[src/hw/rtl/nts_pkg.sv]
`timescale 1ns / 1ps
// ============================================================================
// nts_pkg
// Types, slot layout and decode functions of the number/time speech
// sequencer.
// ============================================================================
package nts_pkg;

    typedef enum logic [1:0] {
        CMD_TIME  = 2'd0,
        CMD_LAP   = 2'd1,
        CMD_DELTA = 2'd2
    } cmd_t;

    typedef enum logic [3:0] {
        KIND_NUM         = 4'd0,
        KIND_HUNDRED_AND = 4'd1,
        KIND_AND         = 4'd2,
        KIND_POINT       = 4'd3,
        KIND_SILENCE     = 4'd4,
        KIND_BEST        = 4'd5,
        KIND_LAPTIME     = 4'd6,
        KIND_DOWN        = 4'd7,
        KIND_UP          = 4'd8
    } clip_kind_t;

    typedef struct packed {
        logic [1:0] cmd;
        logic [9:0] minutes;
        logic [5:0] seconds;
        logic [9:0] millis;
        logic       flag;
    } req_t;

    typedef struct packed {
        logic [3:0] clip_kind;
        logic [9:0] clip_value;
        logic       last;
    } clip_t;

    // Decimal digits of a value below one thousand.
    typedef struct packed {
        logic [3:0] h;
        logic [3:0] t;
        logic [3:0] u;
    } digit3_t;

    // Slot template of one run. A number takes five slots:
    // hundreds, and, tens, and, units/teens.
    localparam int NUM_SLOTS   = 24;
    localparam int SLOT_W      = $clog2(NUM_SLOTS);
    localparam int NUMBER_SLOTS = 5;

    localparam logic [SLOT_W-1:0] SLOT_HEAD     = SLOT_W'(0);
    localparam logic [SLOT_W-1:0] SLOT_LAP_SIL  = SLOT_W'(1);
    localparam logic [SLOT_W-1:0] SLOT_MIN      = SLOT_W'(2);
    localparam logic [SLOT_W-1:0] SLOT_SZERO0   = SLOT_W'(7);
    localparam logic [SLOT_W-1:0] SLOT_SZERO1   = SLOT_W'(8);
    localparam logic [SLOT_W-1:0] SLOT_SEC      = SLOT_W'(9);
    localparam logic [SLOT_W-1:0] SLOT_POINT    = SLOT_W'(14);
    localparam logic [SLOT_W-1:0] SLOT_LEAD0    = SLOT_W'(15);
    localparam logic [SLOT_W-1:0] SLOT_LEAD1    = SLOT_W'(16);
    localparam logic [SLOT_W-1:0] SLOT_MS       = SLOT_W'(17);
    localparam logic [SLOT_W-1:0] SLOT_DELTA_SIL = SLOT_W'(22);
    localparam logic [SLOT_W-1:0] SLOT_DIR      = SLOT_W'(23);

    localparam int QDEPTH   = 2;
    localparam int QPTR_W   = $clog2(QDEPTH);
    localparam int QCOUNT_W = $clog2(QDEPTH + 1);

    // One decoded request: which slots speak, plus the digits they need.
    typedef struct packed {
        logic [NUM_SLOTS-1:0] mask;
        digit3_t              min_dig;
        digit3_t              sec_dig;
        digit3_t              ms_dig;
        logic                 flag;
    } plan_t;

    // Digit split by compare ladders; only meaningful for n <= 999.
    function automatic digit3_t split_digits(input logic [9:0] n);
        digit3_t    d;
        logic [9:0] rest;
        d.h = 4'd0;
        d.t = 4'd0;
        for (int k = 1; k <= 9; k++) begin
            if (n >= 10'(k * 100))
                d.h = 4'(k);
        end
        rest = n - 10'(10'(d.h) * 10'd100);
        for (int k = 1; k <= 9; k++) begin
            if (rest >= 10'(k * 10))
                d.t = 4'(k);
        end
        d.u = 4'(rest - 10'(10'(d.t) * 10'd10));
        return d;
    endfunction

    function automatic logic [NUMBER_SLOTS-1:0] number_mask(input logic [9:0] n,
                                                           input digit3_t d);
        logic                    ok;
        logic                    rest_nz;
        logic                    low;
        logic [NUMBER_SLOTS-1:0] m;
        ok      = (n <= 10'd999);
        rest_nz = (d.t != 4'd0) || (d.u != 4'd0);
        low     = (d.h == 4'd0) || rest_nz;
        m[0] = ok && (d.h != 4'd0);
        m[1] = ok && (d.h >= 4'd2) && rest_nz;
        m[2] = ok && low && (d.t >= 4'd2);
        m[3] = m[2] && (d.u != 4'd0);
        m[4] = ok && low && ((d.t < 4'd2) || (d.u != 4'd0));
        return m;
    endfunction

    function automatic clip_t number_token(input logic [2:0] p, input digit3_t d);
        clip_t c;
        c.clip_kind  = KIND_NUM;
        c.clip_value = 10'd0;
        c.last       = 1'b0;
        case (p)
            3'd0:
            begin
                if (d.h == 4'd1 && d.t == 4'd0 && d.u == 4'd0)
                    c.clip_value = 10'd100;
                else if (d.h == 4'd1)
                    c.clip_kind = KIND_HUNDRED_AND;
                else
                    c.clip_value = 10'(10'(d.h) * 10'd100);
            end
            3'd1, 3'd3:
                c.clip_kind = KIND_AND;
            3'd2:
                c.clip_value = 10'(10'(d.t) * 10'd10);
            3'd4:
            begin
                if (d.t < 4'd2)
                    c.clip_value = 10'(10'(d.t) * 10'd10) + 10'(d.u);
                else
                    c.clip_value = 10'(d.u);
            end
            default:
                c.clip_kind = KIND_NUM;
        endcase
        return c;
    endfunction

    function automatic clip_t slot_token(input logic [SLOT_W-1:0] slot, input plan_t pl);
        clip_t c;
        c.clip_kind  = KIND_NUM;
        c.clip_value = 10'd0;
        c.last       = 1'b0;
        if (slot == SLOT_HEAD)
            c.clip_kind = pl.flag ? KIND_BEST : KIND_LAPTIME;
        else if (slot == SLOT_LAP_SIL || slot == SLOT_DELTA_SIL)
            c.clip_kind = KIND_SILENCE;
        else if (slot == SLOT_DIR)
            c.clip_kind = pl.flag ? KIND_DOWN : KIND_UP;
        else if (slot == SLOT_POINT)
            c.clip_kind = KIND_POINT;
        else if (slot >= SLOT_MIN && slot < SLOT_SZERO0)
            c = number_token(3'(slot - SLOT_MIN), pl.min_dig);
        else if (slot >= SLOT_SEC && slot < SLOT_POINT)
            c = number_token(3'(slot - SLOT_SEC), pl.sec_dig);
        else if (slot >= SLOT_MS && slot < SLOT_DELTA_SIL)
            c = number_token(3'(slot - SLOT_MS), pl.ms_dig);
        // zero-second and leading-zero slots keep the number-zero default
        return c;
    endfunction

endpackage

[src/hw/rtl/nts_front.sv]
`timescale 1ns / 1ps
// ============================================================================
// nts_front
// Request decoder: splits the time into digits and marks the slots that
// speak. Empty runs are taken and dropped here.
// ============================================================================
module nts_front (
    input  logic           req_valid,
    output logic           req_ready,
    input  nts_pkg::req_t  req,
    input  logic           q_full,
    output logic           q_push,
    output nts_pkg::plan_t q_plan
);
    import nts_pkg::*;

    logic    nonzero;
    logic    lap_on;
    logic    active;
    logic    sec_zero;
    digit3_t min_dig;
    digit3_t sec_dig;
    digit3_t ms_dig;
    logic [NUM_SLOTS-1:0] mask;

    assign min_dig = split_digits(req.minutes);
    assign sec_dig = split_digits(10'(req.seconds));
    assign ms_dig  = split_digits(req.millis);

    assign nonzero  = (req.minutes != 10'd0) || (req.seconds != 6'd0) || (req.millis != 10'd0);
    assign lap_on   = (req.cmd == CMD_LAP) && nonzero;
    assign active   = (req.cmd == CMD_TIME) || (req.cmd == CMD_DELTA) || lap_on;
    assign sec_zero = (req.seconds == 6'd0);

    always_comb
    begin
        mask = '0;
        mask[SLOT_HEAD]    = lap_on;
        mask[SLOT_LAP_SIL] = lap_on;
        if (active && req.minutes != 10'd0)
            mask[SLOT_MIN +: NUMBER_SLOTS] = number_mask(req.minutes, min_dig);
        mask[SLOT_SZERO0] = active && sec_zero;
        mask[SLOT_SZERO1] = active && sec_zero;
        if (active && !sec_zero)
            mask[SLOT_SEC +: NUMBER_SLOTS] = number_mask(10'(req.seconds), sec_dig);
        mask[SLOT_POINT] = active && !sec_zero;
        mask[SLOT_LEAD0] = active && (req.millis < 10'd100);
        mask[SLOT_LEAD1] = active && (req.millis < 10'd10);
        if (active)
            mask[SLOT_MS +: NUMBER_SLOTS] = number_mask(req.millis, ms_dig);
        mask[SLOT_DELTA_SIL] = (req.cmd == CMD_DELTA);
        mask[SLOT_DIR]       = (req.cmd == CMD_DELTA);
    end

    assign req_ready = !q_full;
    assign q_push    = req_valid && !q_full && (mask != '0);

    assign q_plan.mask    = mask;
    assign q_plan.min_dig = min_dig;
    assign q_plan.sec_dig = sec_dig;
    assign q_plan.ms_dig  = ms_dig;
    assign q_plan.flag    = req.flag;

endmodule

[src/hw/rtl/nts_queue.sv]
`timescale 1ns / 1ps
// ============================================================================
// nts_queue
// Short FIFO of decoded plans between the decoder and the clip sequencer.
// ============================================================================
module nts_queue (
    input  logic           clk,
    input  logic           rst_n,
    input  logic           push,
    input  nts_pkg::plan_t push_plan,
    output logic           full,
    input  logic           pop,
    output logic           valid,
    output nts_pkg::plan_t head
);
    import nts_pkg::*;

    plan_t                entry_reg [QDEPTH];
    logic [QPTR_W-1:0]    wr_ptr_reg, wr_ptr_next;
    logic [QPTR_W-1:0]    rd_ptr_reg, rd_ptr_next;
    logic [QCOUNT_W-1:0]  count_reg, count_next;
    logic                 do_push;
    logic                 do_pop;

    assign full    = (count_reg == QCOUNT_W'(QDEPTH));
    assign valid   = (count_reg != '0);
    assign head    = entry_reg[rd_ptr_reg];
    assign do_push = push && !full;
    assign do_pop  = pop && valid;

    always_comb
    begin
        wr_ptr_next = wr_ptr_reg;
        rd_ptr_next = rd_ptr_reg;
        count_next  = count_reg;
        if (do_push)
            wr_ptr_next = (wr_ptr_reg == QPTR_W'(QDEPTH - 1)) ? '0 : wr_ptr_reg + 1'b1;
        if (do_pop)
            rd_ptr_next = (rd_ptr_reg == QPTR_W'(QDEPTH - 1)) ? '0 : rd_ptr_reg + 1'b1;
        if (do_push && !do_pop)
            count_next = count_reg + 1'b1;
        else if (do_pop && !do_push)
            count_next = count_reg - 1'b1;
    end

    always_ff @(posedge clk or negedge rst_n)
    begin
        if (!rst_n)
        begin
            wr_ptr_reg <= '0;
            rd_ptr_reg <= '0;
            count_reg  <= '0;
        end
        else
        begin
            wr_ptr_reg <= wr_ptr_next;
            rd_ptr_reg <= rd_ptr_next;
            count_reg  <= count_next;
        end
    end

    always_ff @(posedge clk)
    begin
        if (do_push)
            entry_reg[wr_ptr_reg] <= push_plan;
    end

endmodule

[src/hw/rtl/nts_back.sv]
`timescale 1ns / 1ps
// ============================================================================
// nts_back
// Clip sequencer: walks the slot mask of the current plan, lowest slot
// first, one clip per cycle into the output register unless clip_ready stalls it.
// ============================================================================
module nts_back (
    input  logic           clk,
    input  logic           rst_n,
    input  logic           q_valid,
    input  nts_pkg::plan_t q_head,
    output logic           q_pop,
    output logic           clip_valid,
    input  logic           clip_ready,
    output nts_pkg::clip_t clip
);
    import nts_pkg::*;

    logic [NUM_SLOTS-1:0] mask_reg, mask_next;
    plan_t                plan_reg;
    logic                 out_valid_reg, out_valid_next;
    clip_t                out_reg, out_next;

    logic [NUM_SLOTS-1:0] rest;
    logic [SLOT_W-1:0]    slot;
    logic                 emit;
    logic                 run_done;

    // lowest pending slot
    always_comb
    begin
        slot = '0;
        for (int i = NUM_SLOTS - 1; i >= 0; i--)
        begin
            if (mask_reg[i])
                slot = SLOT_W'(i);
        end
    end

    assign rest     = mask_reg & (mask_reg - 1'b1);
    assign emit     = (mask_reg != '0) && (!out_valid_reg || clip_ready);
    assign run_done = (mask_reg == '0) || (emit && rest == '0);
    assign q_pop    = q_valid && run_done;

    always_comb
    begin
        mask_next      = mask_reg;
        out_valid_next = out_valid_reg;
        out_next       = out_reg;
        if (clip_ready)
            out_valid_next = 1'b0;
        if (emit)
        begin
            mask_next      = rest;
            out_valid_next = 1'b1;
            out_next       = slot_token(slot, plan_reg);
            out_next.last  = (rest == '0);
        end
        if (q_pop)
            mask_next = q_head.mask;
    end

    always_ff @(posedge clk or negedge rst_n)
    begin
        if (!rst_n)
        begin
            mask_reg      <= '0;
            out_valid_reg <= 1'b0;
        end
        else
        begin
            mask_reg      <= mask_next;
            out_valid_reg <= out_valid_next;
        end
    end

    always_ff @(posedge clk)
    begin
        out_reg <= out_next;
        if (q_pop)
            plan_reg <= q_head;
    end

    assign clip_valid = out_valid_reg;
    assign clip       = out_reg;

endmodule

[src/hw/rtl/number_time_speech_sequencer_unit.sv]
`timescale 1ns / 1ps
// ============================================================================
// number_time_speech_sequencer_unit
// Turns a time / lap / delta announcement request into a run of spoken
// clip tokens under Portuguese number rules.
// ============================================================================
//
//  channel | handshake              | payload        | role
//  --------+------------------------+----------------+-------------------------
//  req     | req_valid / req_ready  | nts_pkg::req_t | announcement request in
//  clip    | clip_valid / clip_ready| nts_pkg::clip_t| one clip token out
//
//  A request producing N clips (N up to 16) is played by the clip
//  sequencer with no gap between runs while the next plan is queued. The
//  first clip of a request passes the plan queue, the sequencer's mask and
//  plan registers and then the output register before it is shown. Rate
//  is set by the single-clip-per-cycle output register unless clip_ready
//  stalls it; the decoder takes a request every cycle while the two-entry
//  plan queue has room. Requests that speak nothing (an all-zero lap,
//  unused command) are taken and dropped by the decoder.
//  Reset clears the queue and the sequencer; a stalled clip holds its value.
//
// Structure:
//   nts_front : digit split and slot mask per request (combinational)
//   nts_queue : two-entry plan FIFO, decouples decode from playback
//   nts_back  : lowest-slot-first walker with the output register
// ============================================================================
module number_time_speech_sequencer_unit (
    input  logic           clk,
    input  logic           rst_n,
    input  logic           req_valid,
    output logic           req_ready,
    input  nts_pkg::req_t  req,
    output logic           clip_valid,
    input  logic           clip_ready,
    output nts_pkg::clip_t clip
);
    import nts_pkg::*;

    logic  q_full;
    logic  q_push;
    plan_t q_plan;
    logic  q_pop;
    logic  q_valid;
    plan_t q_head;

    // decode side
    nts_front u_front (
        .req_valid (req_valid),
        .req_ready (req_ready),
        .req       (req),
        .q_full    (q_full),
        .q_push    (q_push),
        .q_plan    (q_plan)
    );

    // decoupling queue
    nts_queue u_queue (
        .clk       (clk),
        .rst_n     (rst_n),
        .push      (q_push),
        .push_plan (q_plan),
        .full      (q_full),
        .pop       (q_pop),
        .valid     (q_valid),
        .head      (q_head)
    );

    // playback side
    nts_back u_back (
        .clk        (clk),
        .rst_n      (rst_n),
        .q_valid    (q_valid),
        .q_head     (q_head),
        .q_pop      (q_pop),
        .clip_valid (clip_valid),
        .clip_ready (clip_ready),
        .clip       (clip)
    );

endmodule

[config.mk]
export PLATFORM = sky130hd
export DESIGN_NAME = number_time_speech_sequencer_unit
export DESIGN_NICKNAME = d
export VERILOG_FILES = /design/src/hw/rtl/nts_pkg.sv /design/src/hw/rtl/nts_front.sv /design/src/hw/rtl/nts_queue.sv /design/src/hw/rtl/nts_back.sv /design/src/hw/rtl/number_time_speech_sequencer_unit.sv
export SDC_FILE = /design/constraint.sdc
export NUM_CORES = 1
export LEC_CHECK = 0
export ABC_AREA = 1
export BUFFER_PORTS_ARGS = -buffer_cell sky130_fd_sc_hd__buf_4
export CAP_MARGIN = 20
export CORE_ASPECT_RATIO = 1.2
export CORE_MARGIN = 10
export CORE_UTILIZATION = 25
export CTS_CLUSTER_DIAMETER = 40
export DETAILED_ROUTE_END_ITERATION = 6
export GPL_ROUTABILITY_DRIVEN = 1
export PLACE_DENSITY_LB_ADDON = 0.25
export SKIP_CTS_REPAIR_TIMING = 1
export SLEW_MARGIN = 20
export SYNTH_ARGS = -nofsm -noshare
export SYNTH_HDL_FRONTEND = slang
export SYNTH_SLANG_ARGS = --single-unit
export TNS_END_PERCENT = 20
[constraint.sdc]
create_clock -name clk -period 3.1 [get_ports clk]
set_input_delay 0 -clock clk [delete_from_list [all_inputs] [get_ports clk]]
set_output_delay 0 -clock clk [all_outputs]
set_load 0.02 [all_outputs]
==> summary.md <==
| Metric | Value |
|---|---|
| Status | `complete, but fails checks` |
| Failing checks | `negative hold slack, negative setup slack` |
| Drt pass-1 iters | `5` |
| Clk buf depth | `2` |
| RSZ-0062 raised after global routing | `true` |
| Final Cycle Share | `157%` |
| Die Area | `between 50000 and 60000 µm²` |
| Place WS | `-2340 ps` |
| DR WL met3 | `roughly 870 µm` |
| Area Overhead vs Synth | `34.9%` |
| Library cells used by synthesis | `49` |
| Clock tree root buffer cell | `clkbuf_16` |
| Skew final | `17.2 ps` |
| Initial core utilization | `25.2%` |
| DR top layer | `met4` |
| Clk pwr share | `11.7%` |
| Switching Fraction | `a little under half` |
| Synth top area cells | `edfxtp_1, nand2_1, ha_1, inv_1, dfrtp_1` |
| DR iter-0 viols | `491` |
| Routed len/inst | `13.4 µm` |
| Final min period | `4860 ps` |
| DPL Wire Length | `around 24 mm` |
| Vias per cell | `4.35` |
| Layout cells sized above 1 | `27.4%` |
| Power Dens Cells | `1090 nW/µm²` |
| GRT overflow | `0` |
| Final nets | `1767` |
| Mapped Cells | `1364` |
| Clk_lat worst skew | `between 400 and 500 ps` |
| Worst path slowest cell | `fa_2` |
| Post-route setup TNS | `-39850 ps` |
| Crit-path max FO | `3` |
| LEAKAGE | `0.00706 µW` |
| H-tree depth | `4` |
| Vias | `between 9000 and 10000` |
| Commonest cells in the netlist | `nand2_1, inv_1, edfxtp_1` |
| CP Launch Type | `primary input` |
| Die height | `256 µm` |
| Clk slew on worst S/H paths | `70 ps` |
| Placement row count | `86` |
| RePlAce Congestion | `roughly 0.87` |
| Slew Limit Fails | `0` |
| Register area share after synthesis | `45.0%` |
| I/O Buffers | `49` |
| Crit path top cell by count | `inv_2` |
| Buf+Inv Stages, Crit Path | `6` |
| Setup-failing EPs final | `45` |
| Boundary Pins | `50` |
| Synth top area share | `about two fifths` |
| Fmax | `206 MHz` |
| WL final | `30.5 mm` |
| Slowest stage delay, CP | `530 ps` |
| Largest register FFs | `102` |
| CTS tree | `built` |
| Switching power total | `a little over 8000 µW` |
| Post-route DRC | `0` |
| WL met1 | `14.2 mm` |
| Async S/R FF share, synth | `16.3%` |
| Slew headroom | `49.5%` |
| Crit end category | `flop` |
| Min-delay worst type | `primary input to flop` |
| First-pass GRT wire length | `50.0 mm` |
| Area leader, netlist | `edfxtp_1` |
| Post-DRT Antenna Nets | `0` |
| Post-Syn Area | `11600 µm²` |
| Internal power | `roughly 8900 µW` |
| Core Region | `45800 µm²` |
| Largest vdd supply drop | `1020 µV` |
| Wire length on met2 | `15.0 mm` |
| Antenna cells | `0` |
| Gr usage total | `between 10% and 20%` |
| Synth Flop Type | `edfxtp_1` |
| Hold Path Cell Cnt | `4` |
| Slew at the pin closest to its max-slew limit | `756 ps` |
| Number of global-route vias before repair | `9949` |
| Worst setup margin | `-1760 ps` |
| Die Wd | `216 µm` |
| Top-count cell post-synth | `nand2_1` |
| Crit path required time | `3270 ps` |
| Worst EP arrival | `5030 ps` |
| Family with the most delay on the worst path | `adder cells` |
| Seq cells post-synth | `178` |
| WS Path Type | `primary input to flop` |
| Syn avg cell area | `8.48 µm²` |
| Largest net degree at the start of global routing | `52` |
| Initial antenna violation count | `0` |
| Post-synth EDFFs | `roughly 150` |
| Worst R2R Path Depth | `18` |
| Worst hold slack | `-9.85 ps` |
| WP depth | `37` |
| Final hold vios | `2` |
| Comb pwr share | `65.0%` |
| Synthesis Warnings | `0` |
| Max_cap viols | `0` |
| CTS Buf Count | `17` |
| Syn nets | `1488` |
| Clock sink total | `between 150 and 200` |
| Reg power frac | `23.3%` |
## through the flow
stage | hold WS [ps] | util (%) | total power [µW] | cells | cell area (µm²)
floorplan | -296 | - | 10400 | 1364 | 11800
global placement | -35.8 | 31.6 | 14400 | 2224 | 14500
detailed placement | -26.4 | 31.6 | 14400 | 2224 | 14500
CTS | -500 | 32.7 | 16500 | 2256 | 15000
global route | 15.3 | 34.0 | 18700 | 2272 | 15600
finish | -9.85 | 34.0 | 17000 | 2272 | 15600
## cells in the final DEF (no fill, tap or decap), types with 8 or more instances in the layout
| master | Yosys | final |
|---|---|---|
| a21oi_1 | 49 | 39 |
| a21oi_2 | 1 | 10 |
| a31oi_1 | 10 | 9 |
| buf_4 | 0 | 252 |
| buf_6 | 1 | 18 |
| clkbuf_16 | 0 | 17 |
| dfrtp_1 | 29 | 28 |
| dlygate4sd3_1 | 0 | 8 |
| edfxtp_1 | 149 | 149 |
| fa_1 | 14 | 12 |
| ha_1 | 77 | 69 |
| inv_1 | 207 | 186 |
| inv_2 | 5 | 23 |
| nand2_1 | 343 | 320 |
| nand2_2 | 1 | 17 |
| nand3_1 | 83 | 75 |
| nand4_1 | 28 | 28 |
| nor2_1 | 131 | 112 |
| nor2_2 | 1 | 8 |
| nor2_4 | 4 | 16 |
| nor3_1 | 22 | 18 |
| o211ai_1 | 18 | 18 |
| o21ai_0 | 55 | 40 |
| o21ai_1 | 1 | 9 |
| o21ai_2 | 1 | 8 |
| o21bai_1 | 13 | 12 |
| o311ai_2 | 7 | 9 |
| or2_2 | 11 | 10 |
| xnor2_1 | 13 | 11 |
| xor2_1 | 23 | 23 |
## power groups by stage
stage	logic [µW]	clock network (µW)	registers, µW
3_3_place_gp	10400	0	4010
6_report	11100	1980	3980
2_1_floorplan	6350	0	4080
5_1_grt	12500	2150	4050
4_1_cts	10500	2040	3970
3_5_place_dp	10400	0	4020
## tightest hold or removal path, stage by stage
cell     delay [ps]
buf_4            70
inv_1            50
nand3_1          80
inv_1            50
## layer usage
layer	vias to the layer above	GRT usage, %
li1	5136	-
met1	4597	14.0
met2	115	18.7
met3	25	1.74
met4	0	3.69
met5	-	0
## area by class of cell
| class | count | area (µm²) |
|---|---|---|
| flip-flops and latches | 178 | 5200 |
| clock inverters | 13 | 104 |
| multi-input cells | 950 | 6020 |
| repair buffers | 282 | 2250 |
| clock buffers | 19 | 433 |
| fillers | 4759 | 30200 |
| inverters | 214 | 822 |
| well taps | 616 | 771 |
## path summary, 6_finish.rpt
| path | endpoint | from | slack, ps |
|---|---|---|---|
| setup / recovery | u_queue.entry_reg[0][54] | req[4] | -1760 |
| hold / removal | u_queue.entry_reg[1][34] | req[28] | -10 |
| setup reg to reg | u_queue.count_reg[1] | u_back.mask_reg[1] | -10 |
| hold reg to reg | u_back.plan_reg[6] | u_queue.entry_reg[0][6] | 510 |
| max in group asynchronous | u_back.mask_reg[21] | rst_n | 2710 |
| min in group asynchronous | u_queue.rd_ptr_reg | rst_n | 60 |
## cell families after synthesis
kind of cell	synth area share [%]
buffers and inverters	7.74
muxes	0.173
adders and majority gates	10.8
DFF	45.0
xor gates and xnor gates	2.73
AOI/OAI and AO/OA	10.3
and+or+nand+nor	23.4
Note: power is estimated with default switching activity, not from simulation.
